**src/design/wtk_ram.sv**
```systemverilog
module wtk_ram #(
  parameter int WIDTH = 16,
  parameter int DEPTH = 256
) (
  input  logic                     clk,
  input  logic                     we,
  input  logic [$clog2(DEPTH)-1:0] waddr,
  input  logic [WIDTH-1:0]         wdata,
  input  logic [$clog2(DEPTH)-1:0] raddr,
  output logic [WIDTH-1:0]         rdata
);

  logic [WIDTH-1:0] mem [DEPTH];

  always_ff @(posedge clk) begin
    if (we) begin
      mem[waddr] <= wdata;
    end
    rdata <= mem[raddr];
  end

endmodule

```
**config.mk**
```make
export PLATFORM = sky130hd
export DESIGN_NAME = wtk_ram
export DESIGN_NICKNAME = d
export VERILOG_FILES = /design/src/design/wtk_ram.sv
export SDC_FILE = /design/constraint.sdc
export NUM_CORES = 2
export LEC_CHECK = 0
export BUFFER_PORTS_ARGS = -buffer_cell sky130_fd_sc_hd__clkbuf_2
export CAP_MARGIN = 20
export CORE_ASPECT_RATIO = 0.8
export CORE_MARGIN = 2
export CORE_UTILIZATION = 45
export DETAILED_ROUTE_END_ITERATION = 8
export GPL_TIMING_DRIVEN = 0
export HOLD_SLACK_MARGIN = 0.12
export SETUP_SLACK_MARGIN = 0.3
export SYNTH_ARGS = -nofsm -noshare
export SYNTH_HDL_FRONTEND = slang
export SYNTH_SLANG_ARGS = --single-unit
```
**constraint.sdc**
```tcl
create_clock -name clk -period 3.4 [get_ports clk]
set_input_delay 0.51 -clock clk [delete_from_list [all_inputs] [get_ports clk]]
set_output_delay 0.51 -clock clk [all_outputs]
set_load 0.05 [all_outputs]
```
; ---- Word-level counts from Yosys, hierarchy flattened
; Memory sizes are Yosys's and may differ from the RTL's. A register that Yosys moved wholly into a read port is not among the register bits.
; Cells that the tools add are included.
[totals]
ff_bits = 0
ram_bits = 4096
in_bits = 34
out_inout_bits = 16
wordCells = 3
mem_count = 1
[classes]
mux = 2
[mem_list]
columns = name, depth, word_bits, rd, rd_clocked_by_memory_dff, wr, line_no
row1 = mem, 256, 16, 1, 1, 1, 13  ; logic [WIDTH-1:0] mem [DEPTH];
[ops]
columns = cell, n
row1 = $mux 1, 2

; ---- Longest topological paths before layout
[depth]
ltp_word = 2
depth_mapped = 12
ltp_nobuf = 6

; ---- Least setup slack after synthesis
; No wires, ideal clock.
[synth_path]
kind = input to register
start = in waddr[3]
end = mem mem[235][0], enable pin
arrival_ns = 2.287
t_required_ns = 3.012
path_slack_ns = 0.725
stages = 6
n_path_buf = 3
cell_sequence = clkbuf_1 nor2b_1 clkbuf_1 nand4_1 clkbuf_1 nor2_1
[synth_lines]
columns = element, line_no
row1 = start: declaration, 7  ; input logic [$clog2(DEPTH)-1:0] waddr,
row2 = end: declaration, 13
; Straight into the memory's write port.

==> metrics.yaml <==
async_reset_ff_frac: 0
highest_layer: "met5"
synth_edf_count: 4096
rows: 195
gp_congestion: 0.994
port_buffers: 39
dr.pass1.iters: 7
switching_share: 0.225
fin_cells: 13229
post-route-cell-area_um2: 186000
wire_per_inst_um: 38.5
synth_flop_cell: "edfxtp_1"
ys_seq_area_frac: 0.777
wl_met2_mm: 213
path_clk_slew_ns: 0.06
synthCells: 7360
endpoint_kind: "flop"
ir_worst_vdd_uv: 488
synth_area_um2: 159000
syn_nets: 7394
crit_fanout: 10
fin_crit_sh: 0.978
vias: 84435
avgSynthCellArea_um2: 21.6
grt_antenna_before_repair: 44
start_util: 0.451
worstPathArrival_ns: 4.16
wl_met3_mm: 72.8
drc: 0
nets: 8191
met1_length_mm: 204
syn_to_final_growth_pct: 17.2
slew_viol_final: 0
final_cell_mix: "edfxtp_1 (4096), mux4_2 (797), mux2i_1 (565), clkbuf_16 (406), nor2_2 (248)"
clockRootBuffer: "clkbuf_16"
grt_pass1_wl_mm: 684
setup_viol: 0
via_per_inst: 6.38
cts_tree: "done"
cts_max_level: 5
grt_pass1_vias: 80113
cp.required_ns: 4.24
dieArea_um2: 357000
ios: 50
p_seq_frac: 0.522
clockBufferDepth: 4
hold_depth: 1
p_comb_frac: 0.063
fin_worst_skew_ns: 0.0346
grt_max_degree: 121
placed_area_um2: 171000
synth-seq-cells: 4112
power.share.clock: 0.415
layout_setup_ws_ns: 0.0734
nFillCells: 27035
criticalPathCategory: "in -> reg"
worst_pin_slew_ns: 1.25
drt_wl_total_mm: 510
hold_viol: 0
drtIter0Drc: 15180
status: "finished clean"
preCtsSetupSlack_ns: -2.30
numClockSinks: 4112
max_freq_ghz: 0.301
worst-r2r-cell-count: 6
layout_commonest_cell: "edfxtp_1"
drive_gt1_frac: 0.298
numCtsBuffers: 402
drv_cap: 0
grt_setup_unrepaired: "true"
p_sw_mw: 24.2
drtAntennaViolNets: 0
fp.dieH_um: 535
grt-ovfl-total: 0
yosys.cell_types.count: 52
hold_path.class: "in -> reg"
p_per_area_nw_per_um2: 576
fin_hold_ws_ns: 0.113
hpwl_mm: 359
fp.coreArea_um2: 352000
intPower_mw: 83.0
grt_use_total: 0.282
fin_crit_ns: 3.33
max_slew_margin: 0.165
post-place-cells: 12466
leakagePower_nw: 58.9
die_width_um: 668
synth_warnings: 0
cp-start-kind: "input pin"
clk_latency_ns: 1.00
-- layout make-up --
class | instances | area, um2 | area share
Clock inverter | 247 | 2450 | 0.0132
Antenna cell | 17 | 42.5 | 0.000229
Buffer | 452 | 3030 | 0.0163
Timing Repair Buffer | 393 | 6240 | 0.0335
Tap cell | 4728 | 5920 | 0.0318
Clock buffer | 484 | 10500 | 0.0563
Inverter | 4 | 17.5 | 0.0000942
Sequential cell | 4112 | 123000 | 0.663
Multi-Input combinational cell | 2792 | 34500 | 0.186
-- layer usage --
| metal | global-route usage | vias up |
|---|---|---|
| met2 | 0.390 | 5645 |
| met1 | 0.424 | 44971 |
| met3 | 0.0901 | 793 |
| met4 | 0.0941 | 6 |
| met5 | 0 | - |
| li1 | - | 33020 |
-- timing repair --
item	4_1_cts	5_1_grt
hold buffers	13	0
setup endpoints to repair	16	16
pin swaps	4	7
buffers inserted	1	1
endpoints found under the hold margin	346	0
resized for setup	257	94
-- state kept, by name (all words and copies together) (netlist names) --
register / flops
rdata: 16
mem: 4096
-- through the flow --
step                total power [mW]  TNS, ns  utilization
floorplan                       59.9        0            -
CTS                              107        0        0.528
detailed placement              63.4  -256.24        0.487
global route                     110        0        0.529
global placement                63.3        -        0.468
finish                           107        0        0.529
-- path summary, 6_finish.rpt --
check,startpoint,end,slack (ns)
setup / recovery,raddr[4],rdata[10],0.07
hold / removal,wdata[10],mem[71][10],0.11
setup reg to reg,mem[48][15],rdata[15],0.58
hold reg to reg,mem[202][6],rdata[6],1.23
-- Yosys cell counts, drive strengths merged, types with 9 or more instances --
cell | n | area (um2)
dfxtp | 16 | 320
nor4 | 18 | 119
nor3 | 92 | 460
nor2b | 9 | 56.3
mux4 | 797 | 17900
clkbuf | 230 | 863
a21oi | 175 | 876
nand3 | 35 | 175
o31ai | 16 | 120
and3 | 11 | 68.8
edfxtp | 4096 | 123000
buf | 222 | 1810
mux2i | 565 | 5660
o32ai | 21 | 191
a211oi | 18 | 135
a221oi | 28 | 245
o221ai | 253 | 2220
nand4 | 26 | 163
o21ai | 38 | 190
mux2 | 88 | 991
nor2 | 304 | 1140
nand2 | 38 | 143
o22ai | 148 | 926
a22o | 32 | 280
a22oi | 43 | 323
-- cells by family after synthesis --
logic type | Yosys count | synth area share
muxes | 1450 | 0.155
DFF | 4112 | 0.777
buffers and inverters | 456 | 0.0169
and+or+nand+nor | 556 | 0.0157
AOI/OAI and AO/OA | 786 | 0.0354
-- power groups by stage --
stage	logic [mW]	registers [mW]	clock network, mW
2_1_floorplan	2.76	57.1	0
3_3_place_gp	5.99	57.3	0
3_5_place_dp	6.39	57.0	0
4_1_cts	6.59	55.9	44.8
5_1_grt	6.89	55.9	46.7
6_report	6.79	55.9	44.4
-- worst max-delay path, cell delays in order --
cell      delay [ns]
clkbuf_1        0.20
buf_8           0.22
inv_1           0.09
clkbuf_2        0.52
clkbuf_2        0.70
o221ai_1        0.37
o22ai_1         0.28
a22oi_1         0.40
nand3_1         0.34
nor4_4          0.47
No activity file was read; power rests on OpenSTA's default activity.
