--- src/design/wtk_pkg.sv ---
package wtk_pkg;

  localparam int NUM_WORDS   = 256;
  localparam int WORD_BITS   = 8;
  localparam int NUM_BUCKETS = 64;
  localparam int SLOT_BITS   = 6;
  localparam int LIVE_BITS   = 7;
  localparam int K_MAX       = 16;
  localparam int K_BITS      = 5;
  localparam int COUNT_BITS  = 16;
  localparam int STAMP_BITS  = 35;
  localparam int TIME_BITS   = 44;
  localparam int WIN_BITS    = 17;
  localparam int STEP_BITS   = 12;
  localparam int DIVR_BITS   = 22;
  localparam int THR_BITS    = 37;
  localparam int MS_PER_SEC  = 1000;
  localparam int TALLY_DEPTH = NUM_BUCKETS * NUM_WORDS;

  localparam logic [COUNT_BITS-1:0] COUNT_MAX = '1;

  localparam logic [1:0] OP_HIT   = 2'd0;
  localparam logic [1:0] OP_EOM   = 2'd1;
  localparam logic [1:0] OP_QUERY = 2'd2;
  localparam logic [1:0] OP_SPARE = 2'd3;

  localparam logic REG_WINDOW = 1'b0;
  localparam logic REG_BUCKET = 1'b1;

  localparam logic [WIN_BITS-1:0] WIN_RESET  = 17'd60;
  localparam logic [WIN_BITS-1:0] WIN_OFF    = '1;
  localparam logic [STEP_BITS-1:0] STEP_RESET = 12'd1;

endpackage

--- src/design/wtk_div.sv ---
module wtk_div (
  input  logic                          clk,
  input  logic                          rst,
  input  logic                          start,
  input  logic [wtk_pkg::TIME_BITS-1:0] dividend,
  input  logic [wtk_pkg::DIVR_BITS-1:0] divisor,
  output logic                          done,
  output logic [wtk_pkg::TIME_BITS-1:0] quotient
);
  import wtk_pkg::*;

  localparam int CNT_BITS = $clog2(TIME_BITS);

  logic                busy;
  logic [CNT_BITS-1:0] cnt;
  logic [DIVR_BITS-1:0] rem;
  logic [DIVR_BITS-1:0] dvs;
  logic [DIVR_BITS:0]   shifted;
  logic [DIVR_BITS:0]   diff;

  // restoring division, one quotient bit per cycle
  assign shifted = {rem, quotient[TIME_BITS-1]};
  assign diff    = shifted - {1'b0, dvs};

  always_ff @(posedge clk) begin
    if (rst) begin
      busy <= 1'b0;
      done <= 1'b0;
    end else begin
      done <= 1'b0;
      if (start) begin
        busy     <= 1'b1;
        cnt      <= CNT_BITS'(TIME_BITS - 1);
        rem      <= '0;
        dvs      <= divisor;
        quotient <= dividend;
      end else if (busy) begin
        if (!diff[DIVR_BITS]) begin
          rem      <= diff[DIVR_BITS-1:0];
          quotient <= {quotient[TIME_BITS-2:0], 1'b1};
        end else begin
          rem      <= shifted[DIVR_BITS-1:0];
          quotient <= {quotient[TIME_BITS-2:0], 1'b0};
        end
        cnt <= cnt - CNT_BITS'(1);
        if (cnt == '0) begin
          busy <= 1'b0;
          done <= 1'b1;
        end
      end
    end
  end

endmodule

--- config.mk ---
export PLATFORM = sky130hd
export DESIGN_NAME = wtk_div
export DESIGN_NICKNAME = d
export VERILOG_FILES = /design/src/design/wtk_pkg.sv /design/src/design/wtk_div.sv
export SDC_FILE = /design/constraint.sdc
export NUM_CORES = 1
export LEC_CHECK = 0
export BUFFER_PORTS_ARGS = -buffer_cell sky130_fd_sc_hd__buf_2
export CAP_MARGIN = 30
export CORE_UTILIZATION = 45
export CTS_BUF_LIST = sky130_fd_sc_hd__clkbuf_16
export CTS_CLUSTER_SIZE = 10
export DETAILED_ROUTE_END_ITERATION = 6
export PLACE_DENSITY = 0.71
export SYNTH_ARGS = -nofsm -noshare
export SYNTH_HDL_FRONTEND = slang
export SYNTH_SLANG_ARGS = --single-unit
export TNS_END_PERCENT = 50
--- constraint.sdc ---
create_clock -name clk -period 5.4 [get_ports clk]
set_input_delay 1.08 -clock clk [delete_from_list [all_inputs] [get_ports clk]]
set_output_delay 1.08 -clock clk [all_outputs]
set_load 0.01 [all_outputs]
After elaboration in Yosys (flattened, before gate mapping)
Cells that the tools add are included.
{"block": "totals", "ff_bits": 96, "mem_count": 0, "mem_bits_rw": 0, "output_inout_bits": 45, "in_bits": 69, "latch_bits": 0, "mem_bits_ro": 0}
{"block": "op_classes", "eq_ne": 0, "mul": 0, "add_sub_neg": 2, "mux": 10, "n_div": 0, "n_bitwise": 2, "reduce_logical": 5, "n_lt_le_gt_ge": 0, "shifts": 0}
{"operator": "$mux W44", "n": 2}
{"operator": "$mux W22", "n": 2}
{"operator": "$sub A23 B22 Y23", "n": 1}
{"operator": "$logic_not A6 Y1", "n": 1}
{"operator": "$mux W6", "n": 1}
{"operator": "$sub A6 B1 Y6 const B", "n": 1}
{"operator": "$mux W1", "n": 5}
{"operator": "$reduce_and A2 Y1", "n": 2}
{"operator": "$reduce_or A3 Y1", "n": 1}
{"operator": "$not A1 Y1", "n": 2}
{"operator": "$reduce_bool A2 Y1", "n": 1}

Depth between registers and ports, before layout
Gate-level depths: netlist (run 1).
{"block": "depth", "depth_word": 4, "ltp_mapped": 14}

Least setup slack after synthesis (run 1)
Ideal clock, no wire load.
{"block": "synth_path", "path_kind": "input to register", "startpoint": "input port start", "endpoint": "register cnt[0], enable pin", "arrival_ns": 4.729, "path_buffers": 2, "path_slack_ns": 0.169, "stages": 4, "cell_sequence": "clkbuf_1 clkbuf_1 nor2_1 nor2_1"}
{"block": "synth_between", "elab_chain_len": 2}
{"element": "from (decl)", "line": "wtk_div.sv:4", "text": "input logic start,"}
{"element": "$reduce_bool A2 Y1 (no source line)"}
{"element": "$reduce_and A2 Y1 (no source line)"}
{"element": "to (signal assigned)", "line": "wtk_div.sv:33", "text": "cnt <= CNT_BITS'(TIME_BITS - 1);"}
{"element": "to (signal assigned)", "line": "wtk_div.sv:45", "text": "cnt <= cnt - CNT_BITS'(1);"}
{"element": "to (decl)", "line": "wtk_div.sv:15", "text": "logic [CNT_BITS-1:0] cnt;"}
Every way passes these cells.
A chain may end at the register's enable or synchronous reset.

Worst setup path in the final report (run 1)
{"block": "layout_path", "startpoint": "register quotient[43] in the netlist's numbering", "endpoint": "register rem[16] (data pin)"}
{"block": "layout_between", "elab_chain_len": 3}
{"element": "from (decl)", "line": "wtk_div.sv:8", "text": "output logic [wtk_pkg::TIME_BITS-1:0] quotient"}
{"element": "from (signal assigned)", "line": "wtk_div.sv:36", "text": "quotient <= dividend;"}
{"element": "from (signal assigned)", "line": "wtk_div.sv:40", "text": "quotient <= {quotient[TIME_BITS-2:0], 1'b1};"}
{"element": "from (signal assigned)", "line": "wtk_div.sv:43", "text": "quotient <= {quotient[TIME_BITS-2:0], 1'b0};"}
{"element": "$sub A23 B22 Y23", "line": "wtk_div.sv:23", "text": "assign diff = shifted - {1'b0, dvs};"}
{"element": "$mux W22", "line": "wtk_div.sv:38", "text": "if (!diff[DIVR_BITS]) begin"}
{"element": "$mux W22", "line": "wtk_div.sv:37", "text": "end else if (busy) begin"}
{"element": "to (signal assigned)", "line": "wtk_div.sv:39", "text": "rem <= diff[DIVR_BITS-1:0];"}
{"element": "to (signal assigned)", "line": "wtk_div.sv:42", "text": "rem <= shifted[DIVR_BITS-1:0];"}
{"element": "to (decl)", "line": "wtk_div.sv:16", "text": "logic [DIVR_BITS-1:0] rem;"}
Every way passes these cells. The select of a mux whose other input is x is not followed.

==> metrics.md, run 1 <==
| Metric | Value |
|---|---|
| Layout cells sized above 1 | `roughly a third` |
| Mapped Cells | `approximately 420` |
| Mapped Nets | `just over 500` |
| Crit share post-route | `around 64%` |
| RSZ-0062 raised after global routing | `false` |
| Final WS setup | `about 1.9 ns` |
| Clk_lat worst skew | `around 0.34 ns` |
| Final nets | `about 620` |
| Clk_skew | `~0.011 ns` |
| Post-synth EDFFs | `94` |
| Drt wl/cell | `15.8 µm` |
| F_max | `between 200 and 300 MHz` |
| Hold path cells | `1` |
| Setup TNS | `0 ns` |
| Initial cell density of the core | `47.0%` |
| Status | `finished, final reports clean` |
| Total power | `just over 0.002 W` |
| IO Count | `114` |
| Power per Cell Area | `between 300 and 400 nW/µm²` |
| # port buffers | `113` |
| Clk slew on worst S/H paths | `around 0.06 ns` |
| Yosys top cell area share | `a little over half` |
| Critical Path RT | `5.46 ns` |
| Max VDD drop | `around 0.20 mV` |
| DIE WIDTH | `between 100 and 150 µm` |
| Die ar. | `around 12000 µm²` |
| Final Hold Viols | `0` |
| Startpoint types | `flop` |
| Drt first pass iters | `4` |
| Seq cells post-synth | `96` |
| Period minus WS final | `roughly 3.5 ns` |
| Final core occ | `around 56%` |
| Class of the most critical hold timing path | `reg -> reg` |
| Setup WS pre-CTS | `about 2.0 ns` |
| Vias in the first global route | `3562` |
| DRC errors left | `0` |
| Initial antenna violation count | `1` |
| GRT overflow | `0` |
| P_leak | `2.58 nW` |
| CTS Buf Count | `9` |
| Yosys top cell by area | `edfxtp_1` |
| WL final | `roughly 11000 µm` |
| Post-CTS sizing | `0` |
| First-pass GRT wire length | `roughly 17000 µm` |
| Reg area | `2860 µm²` |
| CP Data Arrival Time | `about 3.5 ns` |
| Layout area overhead | `19.1%` |
| Synth unique cells | `55` |
| Multi-input combinational cell area | `~2100 µm²` |
| RePlAce Congestion | `0.850` |
| Post-CTS Hold Fix Bufs | `0` |
| H-Tree Depth | `3` |
| Main flop type after synthesis | `edfxtp_1` |
| Filler instances | `about 940` |
| Routed vias | `3610` |
| Post-Synthesis Cell Area | `between 5000 and 6000 µm²` |
| CTS Root Cell | `clkbuf_16` |
| Die Ht | `around 110 µm` |
| Core Footprint | `11000 µm²` |
| Vias per inst | `around 5.3` |
| Synth warn | `0` |
| Largest net degree at the start of global routing | `73` |
| Post-route ant nets | `0` |
| Post-detail-place hpwl | `~7600 µm` |
| Synth top area cells | `edfxtp_1, mux2_2, ha_1, mux2i_1, nor2_1` |
| Post-Syn Area per Cell | `about 12 µm²` |
| WS Path Type | `reg -> reg` |
| Crit path capture type | `flop` |
| Clock buffer depth | `2` |
| Row cnt | `38` |
| CTS tree | `done` |
| Sink Count | `96` |
| Maxcap violations | `0` |
| Worst slew pin tran | `about 0.9 ns` |
| Slew Limit Headroom | `between 30% and 40%` |
| Ys async rst share | `0%` |
| Worst reg2reg path depth | `13` |
| # setup viols final | `0` |
| 1st-iter DRT viols | `150` |
| Antenna diodes | `0` |
| Final slew viol count | `0` |
| CP max FO | `14` |
| Total Routing Usage GR | `between 10% and 20%` |
| Post-CTS Setup Inserts | `0` |
| Sequential element share of the synthesized area | `55.3%` |
-- state kept, by name (all words and copies together), names as in the netlist --
signal and flops:
dvs 22, cnt 6, quotient 44, busy 1, rem 22, done 1
-- final timing paths --
check / startpoint / endpoint / slack, ns
min: busy / done / 0.51
max: quotient[43] / rem[16] / 1.94
min reg2reg: busy / done / 0.51
max reg2reg: quotient[43] / rem[16] / 1.94
-- report_power, final --
part	total, W	switching, W	internal (W)	leakage [nW]
sequential	0.000930	0.0000303	0.000900	0.911
combinational	0.000523	0.000281	0.000242	1.53
clock	0.000570	0.000264	0.000306	0.137
-- routing by layer --
metal,vias to the layer above,wire [µm],GRT usage (%),part of all wire [%]
met5,-,10,0,0.094
met4,2,55,6.57,0.52
met3,6,789,5.99,7.4
met2,117,5040,30.5,47
met1,1709,4760,23.6,45
li1,1776,-,-,-
-- synth_stat cells (all sizes together), types with 2 or more instances --
library cell / count
ha: 24
a21o: 6
nand3b: 2
buf: 5
a21boi: 2
xnor2: 13
o21ai: 17
xor2: 7
a211oi: 6
nand2: 23
o31ai: 2
mux2i: 17
o21a: 6
or3: 6
clkbuf: 8
dfxtp: 2
a221oi: 2
edfxtp: 94
nor2b: 2
and3: 3
nand3: 3
mux2: 45
nor2: 39
inv: 30
a21oi: 21
nor3b: 2
nor3: 7
o211ai: 2
-- worst max-delay path: stages, from the launching register on --
cell	delay, ns
edfxtp_1	0.40
inv_1	0.07
ha_1	0.16
inv_1	0.05
fa_1	0.42
a211oi_1	0.22
o21a_1	0.25
a21boi_4	0.09
o211ai_2	0.22
o2111a_1	0.26
a211o_1	0.55
buf_16	0.23
mux2i_1	0.20
nor2_1	0.05
-- final cells by class --
class,count,share of cell area (%)
Sequential cell,96,46.4
Multi-Input combinational cell,276,34.7
Timing Repair Buffer,117,9.98
Clock buffer,9,3.65
Tap cell,140,2.84
Inverter,30,1.83
Clock inverter,7,0.588
-- cells in the final DEF, fill, tap and decap left out, types with 3 or more instances in the layout --
cell type	n
buf_2	113
edfxtp_1	94
mux2_2	44
nor2_1	36
inv_1	33
ha_1	24
nand2_1	23
a21oi_1	20
mux2i_1	17
xnor2_1	13
o21ai_0	12
clkbuf_16	9
xor2_1	7
nor3_1	7
o21a_1	6
a21o_1	6
or3_1	6
o21ai_1	5
and3_1	3
nand3_1	3
a211oi_1	3
a211oi_2	3
buf_4	3
-- metrics by stage --
stage / instance area [µm²] / std cells / hold WS [ns]
floorplan: 5180 / 415 / 0.490
global placement: 5880 / 658 / 0.507
detailed placement: 5910 / 659 / 0.498
CTS: 6170 / 675 / 0.512
global route: 6170 / 675 / 0.524
finish: 6170 / 675 / 0.508
-- kinds of logic after synthesis --
kind of cell / count (synthesis) / share of synthesized area [%]
compound gates: 76 / 10.2
xor+xnor: 20 / 3.38
fa+ha+maj: 25 / 6.18
buf+inv: 43 / 3.60
flops: 96 / 55.3
mux: 62 / 13.1
simple gates: 93 / 8.21
(Power assumes the default switching activity.)
==> run 2: changes to the inputs <==
- ABC_AREA: default -> 1
- PLACE_DENSITY: 0.71 -> 0.7
- clock period: 5.4 -> 2.8 ns (I/O delays scaled with it)
==> metrics.md, run 2 <==
| Metric | Value |
|---|---|
| Status | `finished, final reports clean` |
| Slew Limit Headroom | `68.7%` |
| Biggest register | `quotient` |
| DIE WIDTH | `about 110 µm` |
| Routed vias | `4582` |
| R2R setup slack | `0.29 ns` |
| First-pass GRT wire length | `~21000 µm` |
| Synth Area in Compound Gates | `between 2 and 2.5%` |
| Worst slew pin tran | `approximately 0.47 ns` |
| Initial cell density of the core | `a little under half` |
| Maxcap violations | `0` |
| CTS Root Cell | `clkbuf_16` |
| Seq cells post-synth | `96` |
| Adder-cell share of the synthesized area | `5.71%` |
| Class of the most critical hold timing path | `in -> reg` |
| Sw frac | `between 30% and 40%` |
| DRC errors left | `0` |
| Sequential power share | `between 40% and 50%` |
| Combinational power share | `24.3%` |
| CP max FO | `22` |
| Initial antenna violation count | `0` |
| Top-count cell post-synth | `nand2_1` |
| Mux cell area share after synthesis | `0%` |
| Post-Syn Area per Cell | `about 8.0 µm²` |
| Power per Cell Area | `approximately 590 nW/µm²` |
| Crit share post-route | `between 80% and 90%` |
| # port buffers | `~110` |
| Yosys top cell area share | `50.3%` |
| WS Path Type | `reg -> reg` |
| Largest regs | `quotient: 44 flops, dvs: 22 flops, rem: 22 flops` |
| Critical Path RT | `~2.9 ns` |
| H-Tree Depth | `3` |
| Most frequent cells after synthesis | `nand2_1, inv_1, edfxtp_1` |
| Period minus WS final | `2.51 ns` |
| Setup TNS | `0 ns` |
| Sink Count | `96` |
| Number of flip-flops in the largest register | `44` |
| Row cnt | `40` |
| Mapped Cells | `roughly 700` |
| Min-delay src | `divisor[17]` |
| Clk_skew | `0.00648 ns` |
| Main flop type after synthesis | `edfxtp_1` |
| Total power | `0.00394 W` |
| Synth top area cells | `edfxtp_1, nand2_1, inv_1, ha_1, nor2_1` |
| Post-DP Area | `~6400 µm²` |
| Layout area overhead | `18.6%` |
| Clock share of power | `30.6%` |
| RR Startpoint | `quotient[43]` |
| Design area | `~6700 µm²` |
| Worst r2r dst | `rem[5]` |
| Synth unique cells | `30` |
| Post-Synthesis Cell Area | `~5600 µm²` |
| IO Count | `between 100 and 150` |
| Largest net degree at the start of global routing | `74` |
| Drt wl/cell | `approximately 12 µm` |
| Post-CTS sizing | `0` |
| 1st-iter DRT viols | `223` |
| # setup viols final | `0` |
| Finished Layout Cells | `987` |
| WL final | `between 10000 and 15000 µm` |
| Antenna diodes | `0` |
| Crit path capture type | `flop` |
| Cells after DPL | `between 900 and 1k` |
| Post-CTS Setup Inserts | `0` |
| Commonest non-fill, non-tap cells in the layout | `nand2_1, buf_2, inv_1` |
| Drt first pass iters | `4` |
| Final core occ | `55.2%` |
| RSZ-0062 raised after global routing | `false` |
| Internal | `0.00270 W` |
| Final nets | `908` |
| Post-route ant nets | `0` |
| Most common cell after layout, fill and taps aside | `nand2_1` |
| Clock buffer depth | `2` |
| Worst reg2reg path depth | `15` |
| Post-synthesis xor/xnor area fraction | `between 1.5 and 2%` |
| Net Sw Power | `approximately 0.0012 W` |
| Clk_lat worst skew | `approximately 0.36 ns` |
| CTS tree | `done` |
| Hold path cells | `1` |
| F_max | `between 300 and 400 MHz` |
| Vias per inst | `4.64` |
| Clk slew on worst S/H paths | `~0.07 ns` |
| Simple-gate area share of the yosys netlist | `a little under a third` |
| CP Data Arrival Time | `2.62 ns` |
| Startpoint types | `flop` |
| Total Routing Usage GR | `just over 20%` |
| Post-synth EDFFs | `94` |
| Layout cells sized above 1 | `about 19%` |
| Synth warn | `0` |
| Post-CTS Hold Fix Bufs | `0` |
| Vias in the first global route | `between 4k and 5k` |
| Final Hold Viols | `0` |
| CTS Buf Count | `9` |
| Core Footprint | `around 12000 µm²` |
| Mapped Nets | `793` |
| P_leak | `3.39 nW` |
| Die Ht | `114 µm` |
| Max VDD drop | `about 0.33 mV` |
| Filler instances | `between 1k and 1.5k` |
| Yosys top cell by area | `edfxtp_1` |
| Final slew viol count | `0` |
| Ys async rst share | `0%` |
| GRT overflow | `0` |
| RePlAce Congestion | `0.894` |
| Hold Path Sink | `dvs[17]` |
| Largest family of logic cells by synthesized area | `simple AND/OR/NAND/NOR gates` |
| Die ar. | `roughly 13000 µm²` |
| Sequential element share of the synthesized area | `around half` |
| Post-detail-place hpwl | `9080 µm` |
run 2: changes by cell type after synthesis, sizes merged, moves of 4 or more:
cell	before	now
nand2	23	312
inv	30	101
mux2	45	0
nor2	39	71
nand3	3	22
mux2i	17	0
o21ai	17	3
xnor2	13	2
a211oi	6	0
a21o	6	0
or3	6	0
nand4	1	6
o21a	6	2
run 2: power groups by stage:
stage | registers (W) | clock network [W] | logic, W
after floorplan | 0.00182 | 0 | 0.000693
after global placement | 0.00181 | 0 | 0.000946
after detailed placement | 0.00181 | 0 | 0.000959
after CTS | 0.00178 | 0.00124 | 0.000962
after global routing | 0.00179 | 0.00128 | 0.00111
final | 0.00178 | 0.00121 | 0.000957
run 2: cell type report:
| cell class | count | area [µm²] | area share (%) |
|---|---|---|---|
| clock inverter | 7 | 61.3 | 0.921 |
| sequential | 96 | 2860 | 43.0 |
| timing repair buffer | 120 | 643 | 9.67 |
| clock buffer | 9 | 225 | 3.38 |
| multi-input combinational | 486 | 2270 | 34.1 |
| tap | 168 | 210 | 3.16 |
| inverter | 101 | 379 | 5.70 |
run 2: worst max path at each step:
stage	cells after the start	start	slack [ns]	end
finish	15	quotient[43]	0.29	rem[5]
global route	15	quotient[43]	0.03	rem[11]
CTS	15	quotient[43]	0.28	rem[5]
detailed placement	15	quotient[43]	0.31	rem[5]
global placement	15	quotient[43]	0.38	rem[4]
floorplan	3	start	0.34	cnt[0]
run 2: kinds of logic after synthesis:
family | after synthesis
simple gates | 424
buf+inv | 117
flops | 96
compound gates | 25
fa+ha+maj | 25
xor+xnor | 12
run 2: worst max-delay path, stage by stage, from the launching register on:
cell and delay (ns):
edfxtp_1 0.40, inv_1 0.07, ha_1 0.13, inv_1 0.07
fa_1 0.41, nand2_1 0.08, nand2_1 0.08, nand3_1 0.09
nand2_2 0.08, nand2_1 0.12, nand4_1 0.15, nand2_2 0.23
buf_12 0.19, nand2_1 0.06, nand2_1 0.07, nor2_2 0.04
run 2: per-layer routing:
metal | vias up | global-route usage [%] | part of all wire [%]
met3 | 20 | 5.47 | 7.4
li1 | 2421 | - | -
met2 | 148 | 32.7 | 45
met1 | 1993 | 27.3 | 46
met4 | 0 | 7.89 | 2.0
met5 | - | 0 | 0
run 2: metrics by stage:
step	setup slack (ns)	hold WS [ns]
final	0.294	0.375
after CTS	0.278	0.359
after global routing	0.0344	0.360
after floorplan	0.343	0.480
after detailed placement	0.308	0.509
after global placement	0.384	0.503
==> run 3: changes to the inputs <==
- CORE_UTILIZATION: 45 -> 35
- PLACE_DENSITY: 0.7 -> default
- clock period: 2.8 -> 2.75 ns (I/O delays scaled with it)
==> metrics.md, run 3 (synthesis gave the netlist of run 2 again) <==
| Metric | Value |
|---|---|
| Status | `finished, final reports clean` |
| DIE WIDTH | `129 µm` |
| Period minus WS final | `2.49 ns` |
| Clk_skew | `~0.0069 ns` |
| Power per Cell Area | `just over 600 nW/µm²` |
| GRT overflow | `0` |
| Vias per inst | `between 4 and 5` |
| # port buffers | `113` |
| Multi-input combinational cell area | `2270 µm²` |
| Layout area overhead | `20.3%` |
| Post-route ant nets | `0` |
| IO Count | `114` |
| Biggest register | `quotient` |
| Clk slew on worst S/H paths | `roughly 0.07 ns` |
| Post-detail-place hpwl | `9730 µm` |
| WL final | `about 13000 µm` |
| Maxcap violations | `0` |
| Filler instances | `between 1.5k and 2k` |
| Final core occ | `around 44%` |
| Finished Layout Cells | `slightly above 1k` |
| Post-CTS Setup Inserts | `0` |
| Startpoint types | `flop` |
| Core Footprint | `around 15000 µm²` |
| Row cnt | `45` |
| Final WS setup | `around 0.26 ns` |
| Worst slew pin tran | `~0.62 ns` |
| Most common cell after layout, fill and taps aside | `nand2_1` |
| Sink Count | `96` |
| Slew Limit Headroom | `between 50% and 60%` |
| Drt first pass iters | `4` |
| P_leak | `about 3.4 nW` |
| Post-CTS Hold Fix Bufs | `0` |
| Routed vias | `approximately 4.6k` |
| Reg area | `roughly 2900 µm²` |
| Cells after DPL | `roughly 1k` |
| Final slew viol count | `0` |
| Die Ht | `129 µm` |
| CTS tree | `done` |
| Number of flip-flops in the largest register | `44` |
| Die ar. | `about 17000 µm²` |
| Commonest non-fill, non-tap cells in the layout | `nand2_1, buf_2, inv_1` |
| WS Path Type | `reg -> reg` |
| 1st-iter DRT viols | `230` |
| Vias in the first global route | `roughly 4.6k` |
| F_max | `~400 MHz` |
| Final Hold Viols | `0` |
| Drt wl/cell | `roughly 13 µm` |
| H-Tree Depth | `3` |
| Total Routing Usage GR | `about 17%` |
| First-pass GRT wire length | `between 20000 and 25000 µm` |
| RePlAce Congestion | `0.861` |
| Crit share post-route | `90.4%` |
| DRC errors left | `0` |
| CTS Buf Count | `9` |
| Largest net degree at the start of global routing | `56` |
| Largest regs | `quotient: 44 flops, dvs: 22 flops, rem: 22 flops` |
| # setup viols final | `0` |
| Setup WS pre-CTS | `approximately 0.26 ns` |
| Max VDD drop | `0.350 mV` |
| Post-CTS sizing | `0` |
| CTS Root Cell | `clkbuf_16` |
| Final nets | `~900` |
| Initial antenna violation count | `1` |
| Clk_lat worst skew | `about 0.36 ns` |
| CP Data Arrival Time | `2.60 ns` |
| Layout cells sized above 1 | `a little under a fifth` |
| Initial cell density of the core | `36.4%` |
| RSZ-0062 raised after global routing | `false` |
| Class of the most critical hold timing path | `in -> reg` |
| Critical Path RT | `between 2 and 3 ns` |
| Setup TNS | `0 ns` |
| Crit path capture type | `flop` |
| CP max FO | `24` |
| Clock buffer depth | `2` |
==> run 3: cell type report <==
cell class	count	share of cell area, %
Clock buffer	9	3.34
Multi-Input combinational cell	486	33.7
Antenna cell	1	0.0371
Timing Repair Buffer	120	9.72
Tap cell	211	3.91
Clock inverter	7	1.24
Inverter	101	5.62
Sequential cell	96	42.4
==> run 3: stage by stage <==
stage               cell area [µm²]  hold WS [ns]  total power (W)
floorplan                      5620         0.480          0.00256
detailed placement             6430         0.509          0.00283
global placement               6430         0.505          0.00282
finish                         6750         0.367          0.00414
global route                   6740         0.352          0.00439
CTS                            6740         0.352          0.00419
==> run 3: layer usage <==
metal / wire length, µm / up-vias / global-route usage, %
met5: 0 / - / 0
met3: 1030 / 13 / 6.24
li1: - / 2417 / -
met4: 178 / 0 / 5.05
met1: 5880 / 2007 / 20.9
met2: 5830 / 133 / 28.0
==> run 3: path summary, 6_finish.rpt <==
kind / from / end / slack (ns) / depth (start not counted)
worst max-delay path: quotient[43] / rem[6] / 0.26 / 15
worst max register to register: quotient[43] / rem[6] / 0.26 / 15
worst min-delay path: divisor[11] / dvs[11] / 0.37 / 1
worst min register to register: busy / done / 0.51 / 2
==> run 3: worst max-delay path, stage by stage (launching register included) <==
cell	delay, ns
edfxtp_1	0.40
inv_1	0.08
ha_1	0.13
inv_1	0.07
fa_1	0.41
nand2_1	0.08
nand2_1	0.08
nand3_1	0.09
nand2_2	0.09
nand2_1	0.12
nand4_1	0.15
nand2_2	0.19
buf_12	0.19
nand2_1	0.07
nand2_1	0.06
nor2_1	0.04
==> run 3: power breakdown <==
group / internal [W] / switching (W)
clock: 0.000728 / 0.000619
sequential: 0.00176 / 0.0000558
combinational: 0.000361 / 0.000616
total: 0.00284 / 0.00129
